### src/sv/tsmr_pkg.sv
`timescale 1ns / 1ps
`default_nettype none
// ----------------------------------------------------------------------------
// tsmr_pkg
// Shared constants and types for the TCP SYN MSS rewriter.
// ----------------------------------------------------------------------------
package tsmr_pkg;

  // Byte offsets within the IPv6 packet (TCP header taken to start at 40)
  localparam logic [6:0] POS_NEXT_HDR = 7'd6;
  localparam logic [6:0] TCP_START    = 7'd40;
  localparam logic [6:0] POS_DOFF     = 7'd52;
  localparam logic [6:0] POS_FLAGS    = 7'd53;
  localparam logic [6:0] OPT_START    = 7'd60;
  localparam logic [6:0] POS_MAX      = 7'd127;

  // Header values and TCP option codes
  localparam logic [7:0] NEXT_HDR_TCP = 8'd6;
  localparam logic [7:0] KIND_END     = 8'd0;
  localparam logic [7:0] KIND_NOP     = 8'd1;
  localparam logic [7:0] KIND_MSS     = 8'd2;
  localparam logic [7:0] LEN_MSS      = 8'd4;
  localparam logic [7:0] LEN_MIN      = 8'd2;
  localparam int unsigned FLAG_SYN_BIT = 1;

  // Output queue geometry
  localparam int unsigned QDEPTH = 4;
  localparam int unsigned QPTR_W = 2;
  localparam int unsigned QCNT_W = 3;

  // One output beat
  typedef struct packed {
    logic [7:0] data;
    logic       last;
    logic       changed;
  } beat_t;

  // Beats produced by one input byte
  typedef struct packed {
    logic [1:0] count;
    beat_t      first;
    beat_t      second;
  } result_t;

endpackage
`default_nettype wire

### src/sv/tsmr_parse.sv
`timescale 1ns / 1ps
`default_nettype none
// ----------------------------------------------------------------------------
// tsmr_parse
// Per-byte header tracking, TCP option walk and MSS rewrite.
// ----------------------------------------------------------------------------
module tsmr_parse (
  input  wire logic             clk_i,
  input  wire logic             rst_ni,
  input  wire logic             fire_i,
  input  wire logic [7:0]       byte_i,
  input  wire logic             last_i,
  input  wire logic [15:0]      mss_decrease_i,
  output tsmr_pkg::result_t     result_o
);

  logic [6:0]  pos_q, pos_d;
  logic        is_tcp_q, is_tcp_d;
  logic        is_syn_q, is_syn_d;
  logic [6:0]  opt_end_q, opt_end_d;
  logic [6:0]  nos_q, nos_d;
  logic [7:0]  kind_q, kind_d;
  logic        is_mss_q, is_mss_d;
  logic        walk_done_q, walk_done_d;
  logic [7:0]  held_q, held_d;
  logic        holding_q, holding_d;

  logic [7:0]  pos_w;
  logic [7:0]  nos_w;
  logic [8:0]  ns_w;
  logic [15:0] mss_val;
  logic [15:0] mss_new;
  logic        mss_dec;
  logic        at_high;
  logic        at_low;

  assign pos_w   = {1'b0, pos_q};
  assign nos_w   = {1'b0, nos_q};
  assign ns_w    = {2'b00, nos_q} + {1'b0, byte_i};
  assign mss_val = {held_q, byte_i};
  assign mss_dec = mss_val > mss_decrease_i;
  assign mss_new = mss_dec ? (mss_val - mss_decrease_i) : mss_val;
  assign at_high = is_mss_q && !holding_q && (pos_w == nos_w + 8'd2);
  assign at_low  = is_mss_q && holding_q && (pos_w == nos_w + 8'd3);

  always_comb begin
    pos_d       = pos_q;
    is_tcp_d    = is_tcp_q;
    is_syn_d    = is_syn_q;
    opt_end_d   = opt_end_q;
    nos_d       = nos_q;
    kind_d      = kind_q;
    is_mss_d    = is_mss_q;
    walk_done_d = walk_done_q;
    held_d      = held_q;
    holding_d   = holding_q;

    result_o.count          = 2'd1;
    result_o.first.data     = byte_i;
    result_o.first.last     = last_i;
    result_o.first.changed  = 1'b0;
    result_o.second.data    = mss_new[7:0];
    result_o.second.last    = last_i;
    result_o.second.changed = mss_dec;

    if (at_high) begin
      if (last_i) begin
        is_mss_d = 1'b0;
      end else begin
        held_d         = byte_i;
        holding_d      = 1'b1;
        result_o.count = 2'd0;
      end
    end else if (at_low) begin
      result_o.first.data    = mss_new[15:8];
      result_o.first.last    = 1'b0;
      result_o.first.changed = mss_dec;
      result_o.count         = 2'd2;
      holding_d              = 1'b0;
      is_mss_d               = 1'b0;
    end else begin
      if (pos_q == tsmr_pkg::POS_NEXT_HDR) begin
        is_tcp_d = (byte_i == tsmr_pkg::NEXT_HDR_TCP);
      end else if (pos_q == tsmr_pkg::POS_DOFF) begin
        opt_end_d = tsmr_pkg::TCP_START + {1'b0, byte_i[7:4], 2'b00};
      end else if (pos_q == tsmr_pkg::POS_FLAGS) begin
        is_syn_d = byte_i[tsmr_pkg::FLAG_SYN_BIT];
      end

      // option walk, sees this byte's header updates
      if (is_tcp_d && is_syn_d && !walk_done_q) begin
        if (kind_q == tsmr_pkg::KIND_END && pos_q == nos_q) begin
          priority if (pos_q >= opt_end_d || byte_i == tsmr_pkg::KIND_END) begin
            walk_done_d = 1'b1;
          end else if (byte_i == tsmr_pkg::KIND_NOP) begin
            if (pos_w + 8'd1 >= {1'b0, opt_end_d}) begin
              walk_done_d = 1'b1;
            end else begin
              nos_d = pos_q + 7'd1;
            end
          end else begin
            kind_d = byte_i;
          end
        end else if (kind_q != tsmr_pkg::KIND_END && pos_w == nos_w + 8'd1) begin
          priority if (kind_q == tsmr_pkg::KIND_MSS && byte_i == tsmr_pkg::LEN_MSS) begin
            is_mss_d    = 1'b1;
            walk_done_d = 1'b1;
          end else if (byte_i < tsmr_pkg::LEN_MIN || ns_w >= {2'b00, opt_end_d}) begin
            walk_done_d = 1'b1;
          end else begin
            nos_d = ns_w[6:0];
          end
          kind_d = tsmr_pkg::KIND_END;
        end
      end
    end

    if (last_i) begin
      pos_d       = '0;
      is_tcp_d    = 1'b0;
      is_syn_d    = 1'b0;
      opt_end_d   = '0;
      nos_d       = tsmr_pkg::OPT_START;
      kind_d      = tsmr_pkg::KIND_END;
      is_mss_d    = 1'b0;
      walk_done_d = 1'b0;
      held_d      = '0;
      holding_d   = 1'b0;
    end else if (pos_q < tsmr_pkg::POS_MAX) begin
      pos_d = pos_q + 7'd1;
    end
  end

  always_ff @(posedge clk_i or negedge rst_ni) begin
    if (!rst_ni) begin
      pos_q       <= '0;
      is_tcp_q    <= 1'b0;
      is_syn_q    <= 1'b0;
      opt_end_q   <= '0;
      nos_q       <= tsmr_pkg::OPT_START;
      kind_q      <= tsmr_pkg::KIND_END;
      is_mss_q    <= 1'b0;
      walk_done_q <= 1'b0;
      held_q      <= '0;
      holding_q   <= 1'b0;
    end else if (fire_i) begin
      pos_q       <= pos_d;
      is_tcp_q    <= is_tcp_d;
      is_syn_q    <= is_syn_d;
      opt_end_q   <= opt_end_d;
      nos_q       <= nos_d;
      kind_q      <= kind_d;
      is_mss_q    <= is_mss_d;
      walk_done_q <= walk_done_d;
      held_q      <= held_d;
      holding_q   <= holding_d;
    end
  end

`ifndef SYNTHESIS
  // a held high byte only exists for a found MSS option
  a_hold_needs_mss: assert property (@(posedge clk_i) disable iff (!rst_ni)
    holding_q |-> is_mss_q)
    else $error("tsmr_parse: holding without MSS option");

  // the walk never stops halfway through a kind/length pair
  a_done_no_kind: assert property (@(posedge clk_i) disable iff (!rst_ni)
    walk_done_q |-> (kind_q == tsmr_pkg::KIND_END))
    else $error("tsmr_parse: walk ended with a pending length byte");
`endif

endmodule
`default_nettype wire

### src/sv/tsmr_outq.sv
`timescale 1ns / 1ps
`default_nettype none
// ----------------------------------------------------------------------------
// tsmr_outq
// Four-entry output queue, takes up to two beats per cycle, gives one while ready_i is high.
// ----------------------------------------------------------------------------
module tsmr_outq (
  input  wire logic              clk_i,
  input  wire logic              rst_ni,
  input  wire logic              push_i,
  input  tsmr_pkg::result_t      result_i,
  output logic                   room_o,
  output logic                   valid_o,
  input  wire logic              ready_i,
  output tsmr_pkg::beat_t        beat_o
);

  tsmr_pkg::beat_t                  mem_q [tsmr_pkg::QDEPTH];
  logic [tsmr_pkg::QPTR_W-1:0]      wr_q, wr_d;
  logic [tsmr_pkg::QPTR_W-1:0]      rd_q, rd_d;
  logic [tsmr_pkg::QCNT_W-1:0]      cnt_q, cnt_d;
  logic [tsmr_pkg::QCNT_W-1:0]      n_in;
  logic                             pop;

  assign n_in    = push_i ? {1'b0, result_i.count} : '0;
  assign pop     = valid_o && ready_i;
  assign valid_o = (cnt_q != '0);
  assign beat_o  = mem_q[rd_q];
  // room for two beats keeps the worst case safe
  assign room_o  = (cnt_q <= tsmr_pkg::QCNT_W'(tsmr_pkg::QDEPTH - 2));

  assign wr_d  = wr_q + n_in[tsmr_pkg::QPTR_W-1:0];
  assign rd_d  = rd_q + tsmr_pkg::QPTR_W'(pop);
  assign cnt_d = cnt_q + n_in - tsmr_pkg::QCNT_W'(pop);

  always_ff @(posedge clk_i) begin
    if (n_in != '0) begin
      mem_q[wr_q] <= result_i.first;
    end
    if (n_in == tsmr_pkg::QCNT_W'(2)) begin
      mem_q[wr_q + tsmr_pkg::QPTR_W'(1)] <= result_i.second;
    end
  end

  always_ff @(posedge clk_i or negedge rst_ni) begin
    if (!rst_ni) begin
      wr_q  <= '0;
      rd_q  <= '0;
      cnt_q <= '0;
    end else begin
      wr_q  <= wr_d;
      rd_q  <= rd_d;
      cnt_q <= cnt_d;
    end
  end

`ifndef SYNTHESIS
  a_no_overflow: assert property (@(posedge clk_i) disable iff (!rst_ni)
    cnt_q <= tsmr_pkg::QCNT_W'(tsmr_pkg::QDEPTH))
    else $error("tsmr_outq: queue overflow");
`endif

endmodule
`default_nettype wire

### src/sv/tcp_syn_mss_rewriter_top.sv
`timescale 1ns / 1ps
`default_nettype none
// ----------------------------------------------------------------------------
// tcp_syn_mss_rewriter_top
// MSS clamping on an IPv6 byte stream: bytes pass through, the first MSS
// option of a TCP SYN is reduced by a configured amount.
// ----------------------------------------------------------------------------
//  channel   | dir | tdata / data        | side bands
//  ----------+-----+---------------------+-------------------------------
//  s_axis    | in  | [7:0] in_byte       | tlast = in_last
//  m_axis    | out | [7:0] out_byte      | tlast = out_last, tuser = mss_changed
//  cfg       | in  | [15:0] mss_decrease | always ready
//
//  One byte a cycle sustained while the queue has room; each accepted byte is
//  parsed in the cycle of its transfer and queued in the four-entry m_axis queue.
//  The MSS high byte is held back and leaves together with the low byte: no
//  beat from the high byte's cycle, two from the low byte's; the queue absorbs it.
//  s_axis stalls only while the queue has fewer than two free entries.
//  Reset clears parser state, queue pointers and mss_decrease; no sweep needed.
// ----------------------------------------------------------------------------
module tcp_syn_mss_rewriter_top (
  input  wire logic        clk_i,
  input  wire logic        rst_ni,
  // input stream
  input  wire logic        s_axis_tvalid_i,
  output logic             s_axis_tready_o,
  input  wire logic [7:0]  s_axis_tdata_i,    // [7:0] in_byte
  input  wire logic        s_axis_tlast_i,
  // output stream
  output logic             m_axis_tvalid_o,
  input  wire logic        m_axis_tready_i,
  output logic [7:0]       m_axis_tdata_o,    // [7:0] out_byte
  output logic             m_axis_tlast_o,
  output logic [0:0]       m_axis_tuser_o,    // [0] mss_changed
  // configuration write
  input  wire logic        cfg_valid_i,
  output logic             cfg_ready_o,
  input  wire logic [15:0] cfg_data_i         // [15:0] mss_decrease
);

  logic                  s_fire;
  logic [15:0]           mss_decrease_q;
  tsmr_pkg::result_t     result;
  tsmr_pkg::beat_t       beat;

  assign s_fire      = s_axis_tvalid_i && s_axis_tready_o;
  assign cfg_ready_o = 1'b1;

  // clamp amount
  always_ff @(posedge clk_i or negedge rst_ni) begin
    if (!rst_ni) begin
      mss_decrease_q <= '0;
    end else if (cfg_valid_i) begin
      mss_decrease_q <= cfg_data_i;
    end
  end

  // header tracking and option walk
  tsmr_parse u_parse (
    .clk_i          (clk_i),
    .rst_ni         (rst_ni),
    .fire_i         (s_fire),
    .byte_i         (s_axis_tdata_i),
    .last_i         (s_axis_tlast_i),
    .mss_decrease_i (mss_decrease_q),
    .result_o       (result)
  );

  // result queue, decouples the two sides
  tsmr_outq u_outq (
    .clk_i    (clk_i),
    .rst_ni   (rst_ni),
    .push_i   (s_fire),
    .result_i (result),
    .room_o   (s_axis_tready_o),
    .valid_o  (m_axis_tvalid_o),
    .ready_i  (m_axis_tready_i),
    .beat_o   (beat)
  );

  assign m_axis_tdata_o = beat.data;
  assign m_axis_tlast_o = beat.last;
  assign m_axis_tuser_o = beat.changed;

`ifndef SYNTHESIS
  // input back-pressure only ever comes from a filled queue
  a_stall_has_data: assert property (@(posedge clk_i) disable iff (!rst_ni)
    !s_axis_tready_o |-> m_axis_tvalid_o)
    else $error("tcp_syn_mss_rewriter_top: input stalled with empty queue");
`endif

endmodule
`default_nettype wire

### config.mk
export PLATFORM = sky130hd
export DESIGN_NAME = tcp_syn_mss_rewriter_top
export DESIGN_NICKNAME = d
export VERILOG_FILES = /design/src/sv/tsmr_pkg.sv /design/src/sv/tsmr_parse.sv /design/src/sv/tsmr_outq.sv /design/src/sv/tcp_syn_mss_rewriter_top.sv
export SDC_FILE = /design/constraint.sdc
export NUM_CORES = 1
export LEC_CHECK = 0
export BUFFER_PORTS_ARGS = -buffer_cell sky130_fd_sc_hd__buf_4
export CAP_MARGIN = 10
export CELL_PAD_IN_SITES_DETAIL_PLACEMENT = 2
export CELL_PAD_IN_SITES_GLOBAL_PLACEMENT = 2
export CORE_ASPECT_RATIO = 1.5
export CORE_UTILIZATION = 40
export CTS_CLUSTER_DIAMETER = 60
export DETAILED_ROUTE_END_ITERATION = 8
export PLACE_DENSITY = 0.85
export SLEW_MARGIN = 25
export SYNTH_ARGS = -nofsm -noshare
export SYNTH_HDL_FRONTEND = slang
export SYNTH_SLANG_ARGS = --single-unit
### constraint.sdc
create_clock -name clk_i -period 5.4 [get_ports clk_i]
set_input_delay 1.62 -clock clk_i [delete_from_list [all_inputs] [get_ports clk_i]]
set_output_delay 1.62 -clock clk_i [all_outputs]
set_load 0.01 [all_outputs]
# == After elaboration in Yosys (flattened, before gate mapping) ==
# Memory sizes are Yosys's and may differ from the RTL's.
# Index checks and enable logic that the tools add are counted.
# classes
addsub,13
n_lt_le_gt_ge,7
n_eq_ne,23
n_mux,75
reduce_logical,37
# ops
operator,n
two-way mux 7 bit,20
two-way mux 8 bit,10
two-way mux 1 bit,40
equality test 7 x 8 -> 1 bit,3
nonzero test 3 bit,7
adder 7 x 1 -> 8 bit (second input constant),2
adder 7 x 2 -> 8 bit (second input constant),2
equality test 8 x 3 -> 1 bit (second input constant),2
> comparator 16 bit,1
logical NOT 8 bit,2
two-way mux 16 bit,1
subtractor 16 bit,1
equality test 7 x 6 -> 1 bit (second input constant),2
two-way mux 12 bit,1
inequality test 3 bit (second input constant),4
logical AND 1 bit,11
two-way mux 10 bit,1
AND reduction 10 bit,1
adder 7 x 8 -> 9 bit,1
greater-or-equal comparator 9 x 7 -> 1 bit,1
inequality test 3 x 2 -> 1 bit (second input constant),3
equality test 8 x 1 -> 1 bit (second input constant),1
equality test 8 x 2 -> 1 bit (second input constant),1
greater-or-equal comparator 8 x 7 -> 1 bit,1
27 further kinds,36
# totals
register_bits,65
mem_bits_rw,40
inputBits,30
output_inout_bits,13
wordCells,170
mem_count,1
# memory_table
name,depth,width,read_ports,rd_clocked_by_memory_dff,write_ports,line_no,source
u_outq.mem_q,4,10,1,0,2,tsmr_outq.sv:18,tsmr_pkg::beat_t mem_q [tsmr_pkg::QDEPTH];

# == Longest topological paths before layout ==
# depth
ltp_word,15
depth_mapped,15
mapped_depth_nobuf,14

# == Modules after synthesis ==
# Synthesis repeated with hierarchy kept, for this count alone.
# unflattened
hier_cells,772
hier_area_um2,7876.3
# modules_own_cells
module,n_inst,cells_each,area_each_um2,seq_area_each_um2
tsmr_parse,1,594,4800.9,1056.0
tsmr_outq,1,141,2408.6,1376.3
tcp_syn_mss_rewriter_top,1,37,666.9,400.4

# == Worst setup path before layout ==
# OpenSTA, ideal clock, no wires.
# synth_timing
kind,in2reg
from,input port s_axis_tdata_i[0]
to,register u_parse.nos_q[6]
setup_ps,133
t_arrival_ps,4956
t_required_ps,5267
path_slack_ps,311
cell_stages,13
n_path_buf,0
cell_sequence,ha_1 -> fa_1 -> a21oi_1 -> o21bai_1 -> xor2_1 -> ha_1 -> a21o_1 -> a21o_1 -> a2111o_1 -> or4_1 -> o31ai_1 -> nor3b_4 -> o22ai_1
# synth_between
elab_chain_len,9
word_cells_on_any_way,29
classes_between,add/sub (1); order compare (2); eq/ne (7); mux (11); reduce/logical (8)
# synth_rtl
element,line_no,source
"start, declared",tcp_syn_mss_rewriter_top.sv:27,"input wire logic [7:0] s_axis_tdata_i,"
branches (longest 9 deep; another with adder 7 x 8 -> 9 bit),--,
"end signal, assigned",tsmr_parse.sv:140,nos_q <= tsmr_pkg::OPT_START;
"end signal, assigned",tsmr_parse.sv:151,nos_q <= nos_d;
"end, declared",tsmr_parse.sv:21,"logic [6:0] nos_q, nos_d;"
# Several ways; the timed one is not identified. The select of a mux whose other input is x is not followed.
# A chain may end at the register's enable or synchronous reset.

# == Final worst setup path ==
# layout_timing
from,input port s_axis_tdata_i[0]
to,register u_parse.nos_q[5]
# The elaborated chain is that of the path after synthesis.

==> metrics <==
status=finished clean; RSZ-0062 raised after global routing=false; Post-Synth XOR/XNOR Area=4.15%; Die ar.=20100 um2; pin count of the biggest net entering global routing=66; Tot GR Track Use=31.2%; CP top delay family=compound AO/OA/AOI/OAI gates; placer's final routability congestion estimate=0.968; CTS tree=built; Non-Filler Instances=1109; top post-synthesis cells by count=nand2_1 (83), dfrtp_1 (61), ha_1 (58); global route overflow=0; Worst Setup End Kind=flop; clk sinks=105; count of cell types in the netlist=86; Post-Synth Adder-Cell Area=10.2%; post-synthesis sequential area ratio=36.3%; Max-cap violations=0; first-pass GRT wire length=46.2 mm; vias per inst=6.37; Detailed Routing Iterations Pass 1=5; Final Setup Violations=0; # DRC=0; asr flop ratio synth=61.9%; fin crit share=93.1%; Hold Crit Class=reg2reg; worst path cell trace=buf_4, ha_1, fa_1, a21oi_1, o21bai_1, xor2_1, ha_1, a21o_1, a21o_1, a2111o_1, or4_1, o31ai_1, nor3b_4, o32a_1; Worst EP required=5.71 ns; WL per Instance=26.8 um; P_leak=0.00375 uW; share of cells above drive strength 1=14.5%; Setup Crit Path Kind=in2reg; Peak VDD IR=0.000151 V; core area=19200 um2; Initial Util=40.8%; leading area contributor after synthesis=dfrtp_1; clock tree buffer depth=2; post-route clock skew=0.0160 ns; Hold WS=0.494 ns; Synth Flop Type=dfrtp_1; Clock transition at path regs=0.08 ns; die width=116 um; post-route ant nets=0; ANT cells=0; Max Freq=0.199 GHz; Final Hold Viols=0; I/O Pins=43; number of synthesized flops with an enable pin=40; Skew-Pair Late Insertion Delay=0.38 ns; mux cell area share after synthesis=4.87%; Inst Count DP=1093; worst rel slew slack=26.6%; post-synth net total=905; Most Used Layer, Global Route=met2; postcts setup bufs=0; Data arrival, critical path=5.34 ns; clk root buf=clkbuf_16; worst slew pin tran=1.09 ns; Total Routed Length=29.7 mm; initial antenna violation count=0; met2 usage=58.1%; chip height=173 um; Syn Area/Cell=9.59 um2; Slew Viols, Final=0; hold_buf cts=0; Yosys Warn Count=0; most numerous cell in the Yosys netlist=nand2_1; Synth Area in Compound Gates=24.3%; FF+latch count, synth=105; Power Density=336 nW/um2; main area contributors after synthesis=dfrtp_1 (20%), edfxtp_1 (15%), ha_1 (9.3%); GRT met3 Usage=3.54%; Startpoint Class=input pin; Detailed Place HPWL=23.3 mm; Synth top area share=19.5%; PortBufs=41; Global Route met1 Usage=31.2%; total clock buffers created by CTS=9; worst path buffer plus inverter count=1; combinational family with the most area after synthesis=compound AO/OA/AOI/OAI gates; synth-to-layout area growth=12.4%; Critical Path Max Stage Delay=0.50 ns; H-tree depth=3; slowest stage cell, crit path=or4_1; Final #Nets=939; number of global-route vias before repair=7923; total number of vias=7063; Core Rows=62; Tmin final=5.03 ns; post-synthesis simple-gate area fraction=15.4%; Fin Setup TNS=0 ns; DR iter-0 viols=407; synthesized area=7810 um2; Worst Path Max Fanout=7; post-synthesis instance total=814; Post-CTS Resized=0
-- cells in the final DEF, fill, tap and decap left out, types with 6 or more instances in the layout --
master	netlist	layout
o21ai_0	53	53
nand2_1	83	83
clkbuf_16	0	9
o21a_1	8	8
edfxtp_1	40	40
xor2_1	19	19
nand2b_1	7	7
o221ai_1	12	12
inv_1	49	49
mux4_2	10	10
nor3_1	10	10
nand4_1	13	13
mux2i_1	11	11
a22oi_1	14	14
nor2b_1	9	9
dfrtp_1	61	61
buf_4	3	68
xnor2_1	18	18
o211ai_1	10	10
a21oi_1	40	40
o31ai_1	15	15
or3_1	10	10
o21bai_1	6	6
a22o_1	11	11
ha_1	58	58
and2_1	9	9
nand3_1	18	18
a21o_1	13	13
nor2_1	37	37
-- per-stage QoR --
step                      area [um2]  utilization (%)  worst slack [ns]  total power [uW]
after detailed placement        8450             44.1           0.00384              2220
after global placement          8450             44.1            0.0873              2130
after CTS                       8770             45.8             0.366              2970
final                           8770             45.8             0.371              2950
after floorplan                 7810                -             0.311              1750
after global routing            8770             45.8             0.182              3100
-- metal layers --
layer  up-vias  wire (um)  share of wire (%)
met3       100        833                2.8
met4         0       2060                6.9
met2       186      16600                 56
met1      3631      10300                 35
met5         -          0                  0
li1       3146          -                  -
-- report_power, final --
part / internal, uW / switching, uW / total [uW]
Sequential: 928 / 127 / 1050
Clock: 411 / 338 / 749
Combinational: 477 / 670 / 1150
Total: 1820 / 1130 / 2950
-- registers in the layout (all words and copies together), names as in the netlist, 2 cells and up --
name,count
u_parse.opt_end_q,7
u_outq.cnt_q,3
u_parse.kind_q,8
u_parse.nos_q,7
mss_decrease_q,16
u_outq.wr_q,2
u_parse.pos_q,7
u_parse.held_q,8
u_outq.mem_q,40
u_outq.rd_q,2
-- path summary, 6_finish.rpt --
path	from	to	slack, ns	cells past startpoint
max	s_axis_tdata_i[0]	u_parse.nos_q[5]$_DFFE_PN1P_	0.37	14
min	u_parse.opt_end_q[0]$_DFFE_PN0P_	u_parse.opt_end_q[0]$_DFFE_PN0P_	0.49	1
max reg2reg	u_parse.pos_q[0]$_DFFE_PN0P_	u_parse.nos_q[5]$_DFFE_PN1P_	1.10	12
min reg2reg	u_parse.opt_end_q[0]$_DFFE_PN0P_	u_parse.opt_end_q[0]$_DFFE_PN0P_	0.49	1
max in group asynchronous	rst_ni	u_parse.held_q[5]$_DFFE_PN0P_	3.44	1
min in group asynchronous	rst_ni	u_parse.opt_end_q[1]$_DFFE_PN0P_	1.35	1
-- layout make-up --
class                      count  area [um2]
clock buffer                   9         225
clock inverter                 7         100
fill                        2112       10400
inverter                      49         184
multi-input combinational    615        4600
sequential                   105        2830
tap                          256         320
timing repair buffer          68         510
-- kinds of logic after synthesis --
| family | count (synthesis) |
|---|---|
| other | 1 |
| muxes | 25 |
| and+or+nand+nor | 230 |
| xor gates and xnor gates | 37 |
| AOI/OAI and AO/OA | 260 |
| buffers and inverters | 94 |
| DFF | 105 |
| adders and majority gates | 62 |
Note: power is estimated with default switching activity, not from simulation.
